### src/rtl/amvd_pkg.sv
// Package for the accelerometer motion vote detector.
// Holds field widths, the sample struct, register map constants and the axis join.
// No dependencies; every other file in rtl/ refers to it by scoped names.
package amvd_pkg;

  // Field and datapath widths
  localparam int unsigned BYTE_W     = 8;
  localparam int unsigned AXIS_W     = 10;
  localparam int unsigned DIFF_W     = AXIS_W + 1;
  localparam int unsigned THRESH_W   = 11;
  localparam int unsigned COUNT_W    = 2;
  localparam int unsigned IN_DATA_W  = 6 * BYTE_W;
  localparam int unsigned OUT_DATA_W = 8;

  // Configuration port
  localparam int unsigned CFG_DATA_W = 32;
  localparam int unsigned CFG_ADDR_W = 3;
  localparam logic [THRESH_W-1:0] THRESH_RESET = 11'd255;

  // Register word index, taken from paddr bit 2
  typedef enum logic {
    REG_THRESHOLD = 1'b0
  } amvd_reg_t;

  // One decoded sample, raw 10-bit two's complement patterns
  typedef struct packed {
    logic [AXIS_W-1:0] x;
    logic [AXIS_W-1:0] y;
    logic [AXIS_W-1:0] z;
  } amvd_sample_t;

  // Join the low byte with bits 1:0 of the high byte
  function automatic logic [AXIS_W-1:0] join_axis(input logic [BYTE_W-1:0] lo,
                                                  input logic [BYTE_W-1:0] hi);
    join_axis = {hi[AXIS_W-BYTE_W-1:0], lo};
  endfunction

endpackage

### src/rtl/amvd_axis_decode.sv
// Input stage of the motion vote detector: accepts a sample request and
// registers the three joined 10-bit axis values. Depends on amvd_pkg.
module amvd_axis_decode (
  input  logic                            clk,
  input  logic                            rst_n,
  input  logic                            in_tvalid,
  output logic                            in_tready,
  // x_low, x_high, y_low, y_high, z_low, z_high from bit 0 up
  input  logic [amvd_pkg::IN_DATA_W-1:0]  in_tdata,
  output logic                            smp_valid,
  output amvd_pkg::amvd_sample_t          smp,
  input  logic                            smp_ready
);

  logic                   valid_r;
  logic                   valid_nxt;
  amvd_pkg::amvd_sample_t smp_r;
  amvd_pkg::amvd_sample_t smp_nxt;
  logic                   take;

  // Stage is free when empty or draining this cycle
  assign in_tready = !valid_r || smp_ready;
  assign take      = in_tvalid && in_tready;

  // Join the bytes of each axis
  always_comb begin
    smp_nxt.x = amvd_pkg::join_axis(in_tdata[7:0],   in_tdata[15:8]);
    smp_nxt.y = amvd_pkg::join_axis(in_tdata[23:16], in_tdata[31:24]);
    smp_nxt.z = amvd_pkg::join_axis(in_tdata[39:32], in_tdata[47:40]);
    valid_nxt = take || (valid_r && !smp_ready);
  end

  // Hold the valid flag
  always_ff @(posedge clk) begin
    if (!rst_n) begin
      valid_r <= 1'b0;
    end else begin
      valid_r <= valid_nxt;
    end
  end

  // Capture the payload on each accepted request
  always_ff @(posedge clk) begin
    if (take) begin
      smp_r <= smp_nxt;
    end
  end

  assign smp_valid = valid_r;
  assign smp       = smp_r;

endmodule

### src/rtl/amvd_vote.sv
// Vote stage of the motion vote detector: compares each axis with its previous
// sample, counts axes over threshold and registers the result. Depends on amvd_pkg.
module amvd_vote (
  input  logic                                clk,
  input  logic                                rst_n,
  input  logic                                smp_valid,
  input  amvd_pkg::amvd_sample_t              smp,
  output logic                                smp_ready,
  input  logic [amvd_pkg::THRESH_W-1:0]       threshold,
  output logic                                out_tvalid,
  input  logic                                out_tready,
  // motion_detected, axes_exceeded[1:0], zero fill from bit 0 up
  output logic [amvd_pkg::OUT_DATA_W-1:0]     out_tdata
);

  logic                              out_valid_r;
  logic                              out_valid_nxt;
  logic [amvd_pkg::OUT_DATA_W-1:0]   res_r;
  logic [amvd_pkg::OUT_DATA_W-1:0]   res_nxt;
  amvd_pkg::amvd_sample_t            prev_r;
  logic                              take;
  logic                              ex_x;
  logic                              ex_y;
  logic                              ex_z;
  logic [amvd_pkg::COUNT_W-1:0]      count;

  // Two's complement negate at difference width
  function automatic logic [amvd_pkg::DIFF_W-1:0] DIFF_W_NEG(
      input logic [amvd_pkg::DIFF_W-1:0] v);
    DIFF_W_NEG = ~v + {{(amvd_pkg::DIFF_W-1){1'b0}}, 1'b1};
  endfunction

  // 1 when |cur - old| is strictly above the threshold
  function automatic logic exceeds(input logic [amvd_pkg::AXIS_W-1:0]   cur,
                                   input logic [amvd_pkg::AXIS_W-1:0]   old,
                                   input logic [amvd_pkg::THRESH_W-1:0] thr);
    logic signed [amvd_pkg::DIFF_W-1:0] d;
    logic [amvd_pkg::DIFF_W-1:0]        mag;
    d   = $signed({cur[amvd_pkg::AXIS_W-1], cur}) - $signed({old[amvd_pkg::AXIS_W-1], old});
    mag = d[amvd_pkg::DIFF_W-1] ? DIFF_W_NEG(d) : d;
    // Magnitude and threshold share the same 11-bit width
    exceeds = (mag > thr);
  endfunction

  assign smp_ready = !out_valid_r || out_tready;
  assign take      = smp_valid && smp_ready;

  // Compare and count the votes
  always_comb begin
    ex_x  = exceeds(smp.x, prev_r.x, threshold);
    ex_y  = exceeds(smp.y, prev_r.y, threshold);
    ex_z  = exceeds(smp.z, prev_r.z, threshold);
    count = {1'b0, ex_x} + {1'b0, ex_y} + {1'b0, ex_z};
    res_nxt = {{(amvd_pkg::OUT_DATA_W-amvd_pkg::COUNT_W-1){1'b0}}, count, count[1]};
    out_valid_nxt = take || (out_valid_r && !out_tready);
  end

  // Hold result valid and the previous samples
  always_ff @(posedge clk) begin
    if (!rst_n) begin
      out_valid_r <= 1'b0;
      prev_r      <= '0;
    end else begin
      out_valid_r <= out_valid_nxt;
      if (take) begin
        prev_r <= smp;
      end
    end
  end

  // Capture the result payload
  always_ff @(posedge clk) begin
    if (take) begin
      res_r <= res_nxt;
    end
  end

  assign out_tvalid = out_valid_r;
  assign out_tdata  = res_r;

endmodule

### src/rtl/accel_motion_vote_detector_top.sv
// An accepted input request passes the input register, then the result register,
// to out_tdata. Throughput: one request per cycle while out_tready is high; set by
// the input register and result register, each of which refills in the cycle it drains.
// Reset: synchronous active-low rst_n empties both stages, clears the previous
// samples to zero and sets the threshold to 255.
// Top level; instantiates amvd_axis_decode and amvd_vote, depends on amvd_pkg.
module accel_motion_vote_detector_top (
  input  logic                              clk,
  input  logic                              rst_n,
  input  logic                              in_tvalid,
  output logic                              in_tready,
  // x_low, x_high, y_low, y_high, z_low, z_high from bit 0 up
  input  logic [amvd_pkg::IN_DATA_W-1:0]    in_tdata,
  output logic                              out_tvalid,
  input  logic                              out_tready,
  // motion_detected, axes_exceeded[1:0], zero fill from bit 0 up
  output logic [amvd_pkg::OUT_DATA_W-1:0]   out_tdata,
  input  logic                              cfg_psel,
  input  logic                              cfg_penable,
  input  logic                              cfg_pwrite,
  input  logic [amvd_pkg::CFG_ADDR_W-1:0]   cfg_paddr,
  input  logic [amvd_pkg::CFG_DATA_W-1:0]   cfg_pwdata,
  output logic [amvd_pkg::CFG_DATA_W-1:0]   cfg_prdata,
  output logic                              cfg_pready
);

  logic [amvd_pkg::THRESH_W-1:0] threshold_r;
  logic                          cfg_wr;
  logic                          smp_valid;
  logic                          smp_ready;
  amvd_pkg::amvd_sample_t        smp;

  // Register file: threshold at word 0
  assign cfg_pready = 1'b1;
  assign cfg_wr     = cfg_psel && cfg_penable && cfg_pwrite && cfg_pready
                      && (cfg_paddr[2] == amvd_pkg::REG_THRESHOLD);

  always_ff @(posedge clk) begin
    if (!rst_n) begin
      threshold_r <= amvd_pkg::THRESH_RESET;
    end else if (cfg_wr) begin
      threshold_r <= cfg_pwdata[amvd_pkg::THRESH_W-1:0];
    end
  end

  // Read back the threshold, zero above it
  always_comb begin
    if (cfg_paddr[2] == amvd_pkg::REG_THRESHOLD) begin
      cfg_prdata = {{(amvd_pkg::CFG_DATA_W-amvd_pkg::THRESH_W){1'b0}}, threshold_r};
    end else begin
      cfg_prdata = '0;
    end
  end

  amvd_axis_decode u_decode (
    .clk       (clk),
    .rst_n     (rst_n),
    .in_tvalid (in_tvalid),
    .in_tready (in_tready),
    .in_tdata  (in_tdata),
    .smp_valid (smp_valid),
    .smp       (smp),
    .smp_ready (smp_ready)
  );

  amvd_vote u_vote (
    .clk        (clk),
    .rst_n      (rst_n),
    .smp_valid  (smp_valid),
    .smp        (smp),
    .smp_ready  (smp_ready),
    .threshold  (threshold_r),
    .out_tvalid (out_tvalid),
    .out_tready (out_tready),
    .out_tdata  (out_tdata)
  );

endmodule

### config.mk
export PLATFORM = sky130hd
export DESIGN_NAME = accel_motion_vote_detector_top
export DESIGN_NICKNAME = d
export VERILOG_FILES = /design/src/rtl/amvd_pkg.sv /design/src/rtl/amvd_axis_decode.sv /design/src/rtl/amvd_vote.sv /design/src/rtl/accel_motion_vote_detector_top.sv
export SDC_FILE = /design/constraint.sdc
export NUM_CORES = 1
export LEC_CHECK = 0
export BUFFER_PORTS_ARGS = -buffer_cell sky130_fd_sc_hd__buf_2
export CAP_MARGIN = 25
export CORE_MARGIN = 2
export CORE_UTILIZATION = 40
export CTS_CLUSTER_SIZE = 8
export DETAILED_ROUTE_END_ITERATION = 10
export HOLD_SLACK_MARGIN = 0.02
export PLACE_DENSITY = 0.72
export RECOVER_POWER = 25
export SYNTH_ARGS = -nofsm -noshare
export SYNTH_HDL_FRONTEND = slang
export SYNTH_SLANG_ARGS = --single-unit
### constraint.sdc
create_clock -name clk -period 4.8 [get_ports clk]
set_input_delay 0.24 -clock clk [delete_from_list [all_inputs] [get_ports clk]]
set_output_delay 0.24 -clock clk [all_outputs]
set_load 0.1 [all_outputs]
* Yosys cells after proc, flatten, opt, wreduce, memory -nomap -nowiden
Index checks and enable logic that the tools add are counted.
Operators by class: $add $sub $neg 8, order comparisons 3, muxes and demuxes 4, bitwise operators 4, reductions and logical operators 15
Operators with widths (count):
- $mux 11 | 4
- $add 11x1->11 const B | 3
- $gt 11x11->1 | 3
- $not 11->11 | 3
- $sub 10x10->11 | 3
- $logic_and 1x1->1 | 7
- $logic_not 1->1 | 4
- $logic_or 1x1->1 | 4
- $add 1x1->2 | 1
- $add 2x1->2 | 1
- $not 1->1 | 1
Storage, ports and cells: bits in registers 76, input bits 90, output and inout port bits 43, word-level logic and storage cells 44

* Longest topological paths before layout
Gate-level depths: netlist of run 1.
depth after elaboration 7, depth in mapped cells 19, gate-level depth less buffers 19

* By module
From an unflattened synthesis of run 1, not the netlist that was laid out.
Second synthesis, totals: cell total of the unflattened synthesis 653, area total of the unflattened synthesis 5729.2 um2
Modules (own cells, without submodules):
- amvd_vote | instances 1, cells each 534, area an instance 4028.9 um2, sequential area each 680.7 um2
- amvd_axis_decode | instances 1, cells each 35, area an instance 958.4 um2, sequential area each 920.9 um2
- accel_motion_vote_detector_top | instances 1, cells each 84, area an instance 742.0 um2, sequential area each 220.2 um2

* Worst setup path after synthesis of run 1
Ideal clock, no wire load.
path kind register to register, start point reg u_decode.smp_r, in the netlist u_decode.smp[0], end point reg u_vote.res_r, in the netlist u_vote.out_tdata[1] (data pin), setup time 269 ps, data arrival time 3906 ps, required time 4531 ps, setup slack 625 ps, stages on the path, launching flop included 18, buffers on the path 0, clock period less this slack 4175 ps, cell sequence edfxtp_1 > inv_1 > ha_1 > inv_1 > fa_1 > a211oi_1 > nor2_1 > xor2_1 > or2_2 > nor4_1 > a31oi_1 > xor2_1 > ha_1 > nand4_1 > or4_1 > o21ai_0 > a31oi_1 > fa_1
On the way: word-level cells in the longest chain between the ends 6
Ends and longest elaborated chain:
- start: declaration | RTL line amvd_axis_decode.sv:17 | amvd_pkg::amvd_sample_t smp_r;
- start signal: assignment | RTL line amvd_axis_decode.sv:45 | smp_r <= smp_nxt;
- $sub 10x10->11 * | RTL line amvd_vote.sv:39 | d = $signed({cur[amvd_pkg::AXIS_W-1], cur}) - $signed({old[amvd_pkg::AXIS_W-1], old});
- $not 11->11 | RTL line amvd_vote.sv:30 | DIFF_W_NEG = ~v + {{(amvd_pkg::DIFF_W-1){1'b0}}, 1'b1};
- $add 11x1->11 | RTL line amvd_vote.sv:30
- $mux 11 * | RTL line amvd_vote.sv:40 | mag = d[amvd_pkg::DIFF_W-1] ? DIFF_W_NEG(d) : d;
- $gt 11x11->1 * | RTL line amvd_vote.sv:42 | exceeds = (mag > thr);
- $add 2x1->2 * | RTL line amvd_vote.sv:53 | count = {1'b0, ex_x} + {1'b0, ex_y} + {1'b0, ex_z};
- net u_vote.count (one bit) | RTL line amvd_vote.sv:25 | logic [amvd_pkg::COUNT_W-1:0] count;
- end signal: assignment | RTL line amvd_vote.sv:74 | res_r <= res_nxt;
- end: declaration | RTL line amvd_vote.sv:18 | logic [amvd_pkg::OUT_DATA_W-1:0] res_r;
Mark *: on every way through the listed nets, which the timed path passes. The rest lies on a longest branch. A chain may end at the register's enable or synchronous reset.

* Worst setup path in the final report of run 1
start point reg u_decode.smp_r, in the netlist u_decode.smp[20], end point reg u_vote.res_r, in the netlist u_vote.out_tdata[1] (data pin)
On the way: word-level cells in the longest chain between the ends 7
Ends and longest elaborated chain (RTL line):
- $sub 10x10->11 * | amvd_vote.sv:39
- $not 11->11 | amvd_vote.sv:30
- $add 11x1->11 | amvd_vote.sv:30
- $mux 11 * | amvd_vote.sv:40
- $gt 11x11->1 * | amvd_vote.sv:42
- $add 1x1->2 * | amvd_vote.sv:53
- $add 2x1->2 * | amvd_vote.sv:53
- net u_vote.count (one bit) | amvd_vote.sv:25
Marked as above.

==> results of run 1 <==
-- placed cells by master (no fill, tap or decap), types with 18 or more instances in the layout --
| cell | Yosys | final |
|---|---|---|
| nand2_1 | 96 | 96 |
| ha_1 | 66 | 66 |
| buf_2 | 0 | 63 |
| inv_1 | 54 | 54 |
| nor2_1 | 53 | 53 |
| dfxtp_1 | 43 | 43 |
| a21boi_0 | 34 | 34 |
| edfxtp_1 | 32 | 32 |
| xnor2_1 | 27 | 27 |
| conb_1 | 2 | 27 |
| a21oi_1 | 24 | 24 |
| o21ai_0 | 21 | 21 |
| xor2_1 | 18 | 18 |
-- power by group --
part           switching (mW)  internal [mW]
sequential             0.0182          0.711
combinational           0.524          0.268
clock                   0.273          0.447
total                   0.815           1.43
-- final cells by class --
type,instances,area share
multi-input combinational,489,0.5341
clock inverter,3,0.003584
tap,176,0.03504
sequential,75,0.2899
timing repair buffer,69,0.05674
clock buffer,13,0.04838
inverter,54,0.03225
-- metal layers --
| metal | part of all wire | vias up |
|---|---|---|
| met4 | 0.016 | 0 |
| met2 | 0.49 | 75 |
| met5 | 0 | - |
| met3 | 0.034 | 15 |
| met1 | 0.46 | 2026 |
| li1 | - | 2274 |
-- sequential cells by signal, summed over array words and instances, names as in the netlist --
signal and cells:
u_vote.prev_r 30, u_vote.out_tvalid 1, u_decode.smp_valid 1, u_vote.out_tdata 2
threshold_r 11, u_decode.smp 30
-- worst min-delay path by stage --
| stage | start | to | slack, ns | cells past startpoint |
|---|---|---|---|---|
| after floorplan | in_tdata[32] | u_decode.smp[0] | 0.34 | 0 |
| after global placement | in_tdata[40] | u_decode.smp[8] | 0.42 | 1 |
| after detailed placement | in_tdata[3] | u_decode.smp[23] | 0.42 | 1 |
| after CTS | in_tdata[2] | u_decode.smp[22] | 0.06 | 1 |
| after global routing | in_tdata[37] | u_decode.smp[5] | 0.06 | 1 |
| final | in_tdata[2] | u_decode.smp[22] | 0.07 | 1 |
-- stage by stage --
step | std cells | hold WS [ns] | total power [mW] | cell area, sq um | worst slack, ns
after global placement | 863 | 0.4169 | 1.510 | 5942 | 0.3277
after floorplan | 659 | 0.3389 | 1.397 | 5623 | 0.6249
after CTS | 879 | 0.06409 | 2.252 | 6269 | 0.2702
final | 879 | 0.07130 | 2.241 | 6285 | 0.2732
after global routing | 879 | 0.06496 | 2.375 | 6285 | 0.03792
after detailed placement | 863 | 0.4181 | 1.525 | 5942 | 0.2851
-- logic make-up after synthesis --
logic type	after synthesis
mux	5
buf+inv	95
xor+xnor	45
other cells	2
simple gates	208
compound gates	134
flops	75
fa+ha+maj	70
==> flow_metrics.env, run 1 <==
export IMPL_antenna_found_initial=0
export IMPL_grt_max_degree=44
export IMPL_met3_usage=0.02996
export IMPL_grtUsageMet2=0.2974
export IMPL_fmax_mhz=220.9
export IMPL_syn_inst=634
export IMPL_reg2reg_depth=17
export IMPL_path_clk_slew_ns=0.06
export IMPL_ys_seq_area_frac=0.3295
export IMPL_route_detailed_drc=0
export IMPL_path_depth=17
export IMPL_async_reset_ff_frac=0
export IMPL_cts_hold_buf=0
export IMPL_synth_edf_count=32
export IMPL_ys_top_cells_by_area="edfxtp_1 17%, dfxtp_1 16%, ha_1 15%, nand2_1 6.5%, a21boi_0 4.6%"
export IMPL_worstSkewPairLatency_ns=0.34
export IMPL_critical_path_class="reg -> reg"
export IMPL_cp_startpoint="u_decode.smp[20]"
export IMPL_tightest_slew_ns=0.7522
export IMPL_h_tree_depth=3
export IMPL_worstHoldPathType="in -> reg"
export IMPL_ant_nets=0
export IMPL_crit_required_ns=4.89
export IMPL_wirelength_microns=11860
export IMPL_status="completed"
export IMPL_arrival_ns=4.61
export IMPL_dieArea_sq_um=14780
export IMPL_crit_end="u_vote.out_tdata[1]"
export IMPL_synth_ff_type="dfxtp_1"
export IMPL_cts_tree="built"
export IMPL_ys_ff_latch=75
export IMPL_cp_max_fo=10
export IMPL_port_buffers=64
export IMPL_start_util=0.4142
export IMPL_yosys_top_cells_count="96 x nand2_1, 66 x ha_1, 54 x inv_1"
export IMPL_final_setup_viol_count=0
export IMPL_power_density_nw_per_um2=356.5
export IMPL_critical_path_cell_chain="inv_1, ha_1, inv_1, fa_1, a21oi_1, o2bb2ai_2, o41a_4, a2111oi_4, a21oi_2, a41oi_1, xnor2_1, ha_1, nand3_1, or4_1, o21ai_0, a31oi_2, fa_1"
export IMPL_seq_area_sq_um=1822
export IMPL_synth_top_family_by_area="compound AO/OA/AOI/OAI gates"
export IMPL_firstDrtPassIters=4
export IMPL_hold_viol=0
export IMPL_avgSynthCellArea_sq_um=8.721
export IMPL_grt_ovfl_total=0
export IMPL_area_growth_pct=13.67
export IMPL_worst_r2r_setup_slack_ns=0.27
export IMPL_drt_iter0_drc=151
export IMPL_track_usage=0.1693
export IMPL_clockBufferDepth=2
export IMPL_syn_area_sq_um=5529
export IMPL_synth_xor_area_share=0.07128
export IMPL_synth_largest_area_cell="edfxtp_1"
export IMPL_crit_buf_inv=2
export IMPL_grt_pass1_wl_microns=19870
export IMPL_critPathSlowestCell="or4_1"
export IMPL_finalClockSkew_ns=0.005740
export IMPL_synthSimpleGateAreaFrac=0.1679
export IMPL_cts_buffers=9
export IMPL_place_congestion=0.8334
export IMPL_met1_usage=0.2095
export IMPL_multi_input_area_sq_um=3357
export IMPL_wl_per_cell_microns=13.49
export IMPL_finalCriticalPeriod_ns=4.527
export IMPL_grt_most_used_layer="met2"
export IMPL_ioPinCount=133
export IMPL_cts_sinks=75
export IMPL_crit_path_start_kind="flip-flop"
export IMPL_synth_compound_area_share=0.1729
export IMPL_vias_per_cell=4.994
export IMPL_cts_post_setup_buffers_inserted=0
export IMPL_ys_types=53
export IMPL_root_buffer="clkbuf_16"
export IMPL_critPathTopFamily="compound AO/OA/AOI/OAI gates"
export IMPL_diodes=0
export IMPL_die_y_microns=121.6
export IMPL_timing_slew_headroom=0.4986
export IMPL_yosysMostFrequentCell="nand2_1"
export IMPL_die_x_microns=121.6
export IMPL_place_detailed_hpwl_microns=8738
export IMPL_core_area_sq_um=13350
export IMPL_nets=858
export IMPL_maxCapViolations=0
export IMPL_cts_resized=0
export IMPL_grt_setup_unrepaired="no"
export IMPL_drive_gt1_frac=0.1394
export IMPL_fillCellCount=1305
export IMPL_ys_warn_count=0
export IMPL_std_cell_rows=42
export IMPL_synth_fa_ha_area_frac=0.1638
export IMPL_grt_pass1_vias=4229
export IMPL_r2r_end="u_vote.out_tdata[1]"
export IMPL_fin_tns_setup_ns=0
export IMPL_synth_mux_area_frac=0.009731
export IMPL_r2r_start="u_decode.smp[20]"
export IMPL_power_leakage_nw=2.628
export IMPL_peakVddDrop_v=0.0002167
export IMPL_critPathCaptureType="flip-flop"
export IMPL_fin_crit_sh=0.9431
export IMPL_vias=4390
export IMPL_yosys_area_top_type_share=0.1738
export IMPL_critical_path_max_stage_delay_ns=0.51
export IMPL_slew_violations=0
export IMPL_post_route_util=0.4708
(Power assumes the default switching activity.)
==> run 2, diff against run 1 <==
Settings changed: ABC_AREA set to 1, PLACE_DENSITY 0.72 to 0.71.
==> run 2 against run 1 <==
Power increased by 7.1%. Die area increased by 5.1%. Maximum frequency increased by 17%.
==> flow_metrics.env, run 2 <==
export IMPL_die_x_microns=124.7
export IMPL_ys_top_cells_by_area="edfxtp_1 17%, dfxtp_1 15%, ha_1 14%, nand2_1 12%, inv_1 8.1%"
export IMPL_wl_per_cell_microns=11.22
export IMPL_yosysMostFrequentCell="nand2_1"
export IMPL_vias=4985
export IMPL_layout_cells_non_filler=1053
export IMPL_antenna_found_initial=0
export IMPL_arrival_ns=3.97
export IMPL_diodes=0
export IMPL_placedCellCount=1037
export IMPL_ys_warn_count=0
export IMPL_std_cell_rows=44
export IMPL_async_reset_ff_frac=0
export IMPL_syn_inst=804
export IMPL_ys_ff_latch=75
export IMPL_root_buffer="clkbuf_16"
export IMPL_synth_edf_count=32
export IMPL_grt_max_degree=56
export IMPL_yosys_top_cells_count="189 x nand2_1, 126 x inv_1, 66 x ha_1"
export IMPL_peakVddDrop_v=0.0002181
export IMPL_ys_seq_area_frac=0.3128
export IMPL_ys_types=33
export IMPL_worstSkewPairLatency_ns=0.35
export IMPL_synth_largest_area_cell="edfxtp_1"
export IMPL_crit_path_start_kind="flip-flop"
export IMPL_hold_viol=0
export IMPL_cts_resized=0
export IMPL_route_detailed_drc=0
export IMPL_cts_sinks=75
export IMPL_grt_pass1_wl_microns=20090
export IMPL_drt_iter0_drc=180
export IMPL_maxCapViolations=0
export IMPL_nets=1024
export IMPL_layout_common_cells="189 x nand2_1, 126 x inv_1, 66 x ha_1"
export IMPL_finalClockSkew_ns=0.007242
export IMPL_die_y_microns=124.7
export IMPL_syn_area_sq_um=5823
export IMPL_tightest_slew_ns=0.7496
export IMPL_ioPinCount=133
export IMPL_ant_nets=0
export IMPL_cts_post_setup_buffers_inserted=0
export IMPL_critPathCaptureType="flip-flop"
export IMPL_area_growth_pct=12.01
export IMPL_cts_hold_buf=0
export IMPL_cts_buffers=9
export IMPL_firstDrtPassIters=4
export IMPL_wirelength_microns=11810
export IMPL_power_leakage_nw=3.276
export IMPL_place_detailed_hpwl_microns=8957
export IMPL_port_buffers=64
export IMPL_drive_gt1_frac=0.1220
export IMPL_critical_path_class="reg -> reg"
export IMPL_grt_setup_unrepaired="no"
export IMPL_place_ws_ns=0.9226
export IMPL_timing_slew_headroom=0.5003
export IMPL_clockBufferDepth=2
export IMPL_final_setup_viol_count=0
export IMPL_dieArea_sq_um=15540
export IMPL_synth_ff_type="dfxtp_1"
export IMPL_core_area_sq_um=14370
export IMPL_place_congestion=0.8704
export IMPL_power_density_nw_per_um2=368.1
export IMPL_vias_per_cell=4.734
export IMPL_post_route_util=0.4539
export IMPL_h_tree_depth=3
export IMPL_fmax_mhz=257.4
export IMPL_cts_tree="built"
export IMPL_slew_violations=0
export IMPL_grt_pass1_vias=4535
export IMPL_path_clk_slew_ns=0.06
export IMPL_fillCellCount=1474
export IMPL_yosys_area_top_type_share=0.1650
export IMPL_grt_ovfl_total=0
export IMPL_fin_tns_setup_ns=0
export IMPL_track_usage=0.1577
export IMPL_p_total_mw=2.401
export IMPL_start_util=0.4053
export IMPL_worstHoldPathType="in -> reg"
export IMPL_finalCriticalPeriod_ns=3.886
export IMPL_final_common_cell="nand2_1"
export IMPL_fin_crit_sh=0.8095
export IMPL_status="completed"
export IMPL_crit_required_ns=4.89
export IMPL_avgSynthCellArea_sq_um=7.243
export IMPL_worst_slack_ns=0.9144
export IMPL_cp_max_fo=9
==> run 2: layout make-up <==
cell class              instances  area, sq um  share of cell area
multi-input cells             581         3326              0.5099
flip-flops and latches         75         1822              0.2793
inverters                     131        491.7             0.07539
repair buffers                 66        335.3             0.05141
well taps                     184        230.2             0.03530
clock buffers                  10        229.0             0.03510
clock inverters                 6        88.84             0.01362
==> run 2: stage by stage <==
stage / instance area [sq um] / hold slack (ns)
after floorplan: 5917 / 0.3389
after global placement: 6205 / 0.4173
after detailed placement: 6205 / 0.4181
after CTS: 6523 / 0.05704
after global routing: 6523 / 0.05099
final: 6523 / 0.06628
==> run 2: final timing paths <==
path	from	slack (ns)	cells after the start	to
setup / recovery	u_decode.smp[0]	0.91	21	u_vote.out_tdata[1]
hold / removal	in_tdata[34]	0.07	1	u_decode.smp[2]
setup reg to reg	u_decode.smp[0]	0.91	21	u_vote.out_tdata[1]
hold reg to reg	u_vote.prev_r[9]	0.45	2	u_vote.prev_r[9]
==> run 2: routing by layer <==
| metal | up-vias | track usage | share of wire |
|---|---|---|---|
| li1 | 2685 | - | - |
| met1 | 2191 | 0.2055 | 0.50 |
| met2 | 97 | 0.2617 | 0.44 |
| met3 | 12 | 0.03780 | 0.045 |
| met4 | 0 | 0.04362 | 0.013 |
| met5 | - | 0 | 0 |
==> run 2: critical path, cell delays in order (launching register included) <==
cell      delay (ns)
edfxtp_1        0.36
inv_1           0.11
ha_1            0.15
inv_1           0.08
fa_1            0.42
nand3_1         0.13
nand3_1         0.14
nand2_1         0.11
nand2_1         0.07
nand2_1         0.06
nand3_1         0.16
inv_2           0.19
nand2_1         0.07
nor3_1          0.19
ha_1            0.27
nand2_1         0.11
nor2_1          0.06
and3_1          0.16
a211o_1         0.23
nand2_1         0.06
inv_1           0.05
fa_1            0.47
==> run 2: kinds of logic after synthesis <==
group / synth area share
buffers and inverters: 0.1321
other: 0.001290
adder cells (fa/ha/maj): 0.1556
AO/OA/AOI/OAI: 0.1188
AND/OR/NAND/NOR: 0.2477
flip-flops: 0.3128
XOR/XNOR: 0.03158
==> run 2: power breakdown <==
part           switching (mW)  internal [mW]
clock network           0.272          0.456
logic                   0.652          0.286
registers              0.0172          0.717
==> run 3, diff against run 2 <==
Settings changed: PLACE_DENSITY 0.71 to 0.73.
Clock period 4.8 ns to 3.2 ns, I/O delays scaled along.
==> run 3 against run 2 <==
The flow now finishes with violations (setup timing). Largest power group unchanged. Global-route usage is 2.1 points higher. Clock-buffer cell count unchanged. Flip-flop and latch count unchanged. Critical path type unchanged. Critical path depth grew 1.
==> flow_metrics.env, run 3 (synthesis gave the netlist of run 2 again) <==
export IMPL_status="complete, but fails checks"
export IMPL_failed_checks="setup timing"
export IMPL_grt_pass1_wl_microns=23050
export IMPL_critPathCaptureType="flip-flop"
export IMPL_slew_violations=0
export IMPL_place_congestion=0.8865
export IMPL_cts_sinks=75
export IMPL_firstDrtPassIters=5
export IMPL_post_route_util=0.5434
export IMPL_worstSkewPairLatency_ns=0.35
export IMPL_wl_met1_microns=6694
export IMPL_reg2reg_depth=22
export IMPL_cp_startpoint="u_decode.smp[0]"
export IMPL_diodes=0
export IMPL_port_buffers=64
export IMPL_placedCellCount=1104
export IMPL_min_delay_start="cfg_pwdata[4]"
export IMPL_crit_required_ns=3.29
export IMPL_place_area_sq_um=6763
export IMPL_place_detailed_hpwl_microns=9948
export IMPL_layout_common_cells="175 x nand2_1, 113 x inv_1, 78 x buf_4"
export IMPL_area_growth_pct=34.08
export IMPL_root_buffer="clkbuf_16"
export IMPL_die_y_microns=124.7
export IMPL_met2_length_microns=6585
export IMPL_drive_gt1_frac=0.2658
export IMPL_crit_path_start_kind="flip-flop"
export IMPL_wirelength_microns=14060
export IMPL_finalCriticalPeriod_ns=3.556
export IMPL_die_x_microns=124.7
export IMPL_fin_tns_setup_ns=-0.6337
export IMPL_power_density_nw_per_um2=515.1
export IMPL_final_common_cell="nand2_1"
export IMPL_final_setup_viol_count=2
export IMPL_ant_nets=0
export IMPL_fmax_mhz=281.2
export IMPL_seq_area_sq_um=1822
export IMPL_worstHoldPathType="in -> reg"
export IMPL_cp_max_fo=3
export IMPL_vias_per_cell=4.776
export IMPL_finalClockSkew_ns=0.009395
export IMPL_track_usage=0.1783
export IMPL_start_util=0.4053
export IMPL_nets=1133
export IMPL_ioPinCount=133
export IMPL_dr_wl_met3_microns=560
export IMPL_layout_cells_non_filler=1162
export IMPL_top_layer="met4"
export IMPL_final_area_sq_um=7807
export IMPL_worst_slack_ns=-0.3556
export IMPL_grt_pass1_vias=5165
export IMPL_critical_path_class="reg -> reg"
export IMPL_worst_r2r_setup_slack_ns=-0.36
export IMPL_grt_setup_unrepaired="yes"
export IMPL_antenna_found_initial=0
export IMPL_power_leakage_nw=3.795
export IMPL_hold_viol=0
export IMPL_timing_slew_headroom=0.4623
export IMPL_cts_tree="built"
export IMPL_fillCellCount=1342
export IMPL_grt_max_degree=43
export IMPL_peakVddDrop_v=0.0003433
export IMPL_wl_per_cell_microns=12.10
export IMPL_std_cell_rows=44
export IMPL_route_detailed_drc=0
export IMPL_cts_buffers=9
export IMPL_grt_ovfl_total=0
export IMPL_fin_crit_sh=1.111
export IMPL_tightest_slew_ns=0.8047
export IMPL_dieArea_sq_um=15540
export IMPL_arrival_ns=3.65
export IMPL_maxCapViolations=0
export IMPL_r2r_end="u_vote.out_tdata[1]"
export IMPL_h_tree_depth=3
export IMPL_holdWs_ns=0.03679
export IMPL_r2r_start="u_decode.smp[0]"
export IMPL_clockBufferDepth=2
export IMPL_crit_end="u_vote.out_tdata[1]"
export IMPL_vias=5550
export IMPL_core_area_sq_um=14370
export IMPL_multi_input_area_sq_um=3711
export IMPL_path_clk_slew_ns=0.06
export IMPL_drt_iter0_drc=262
run 3: changes by cell type in the layout (fill, tap and decap cells not counted), sizes merged:
cell	change
clkinvlp	+1
bufinv	-1
buf	+76
dlygate4sd3	+30
clkbuf	+2
nand2	+1
run 3: worst max-delay path, stage by stage (launching register included):
cell      delay (ns)
edfxtp_1        0.38
inv_2           0.09
ha_4            0.13
inv_4           0.04
fa_2            0.42
inv_2           0.10
ha_4            0.16
inv_2           0.04
nor2_4          0.09
nand3_2         0.11
nor2_4          0.16
nand3_2         0.11
nand2_1         0.10
nand3_2         0.06
nand2_2         0.10
ha_4            0.21
nand2_2         0.08
nor2_2          0.05
and3_1          0.15
a211o_1         0.22
nand2_1         0.07
inv_2           0.04
fa_2            0.39
run 3: final cells by class:
cell class                      instances  share of cell area
Clock inverter                          6            0.009135
Inverter                              131             0.06394
Timing Repair Buffer                  174              0.1582
Tap cell                              184             0.02949
Clock buffer                           10             0.03061
Multi-Input combinational cell        582              0.4753
Sequential cell                        75              0.2333
run 3: metal layers:
layer / GRT usage / vias to the layer above
met5: 0 / -
met4: 0.06081 / 0
met3: 0.02921 / 16
met2: 0.2993 / 118
met1: 0.2330 / 2511
li1: - / 2905
run 3: repair_timing:
action,4_1_cts,5_1_grt
gates cloned,1,0
buffers inserted,8,3
resized for setup,35,50
endpoints found under the setup margin,2,2
pin swaps,20,19
hold endpoints to repair,30,0
hold buffers,30,0
run 3: through the flow:
stage	power [mW]	setup slack, ns
floorplan	2.332	-0.1283
global placement	2.686	-0.4105
detailed placement	2.728	-0.4546
CTS	3.909	-0.3052
global route	4.311	-0.5453
finish	4.022	-0.3556
run 3: report_power, final:
part | switching [mW] | total, mW | leakage [nW] | internal [mW]
clock | 0.434 | 1.07 | 0.146 | 0.632
combinational | 1.15 | 1.85 | 2.98 | 0.702
sequential | 0.0276 | 1.10 | 0.666 | 1.07
total | 1.61 | 4.02 | 3.79 | 2.41
run 3: worst min path at each step:
stage                     slack, ns  cells after the start              end
after floorplan                0.26                      0  u_decode.smp[0]
after global placement         0.34                      1  u_decode.smp[4]
after detailed placement       0.34                      1  u_decode.smp[3]
after CTS                      0.02                      3   threshold_r[4]
after global routing           0.05                      3   threshold_r[5]
final                          0.04                      3   threshold_r[4]
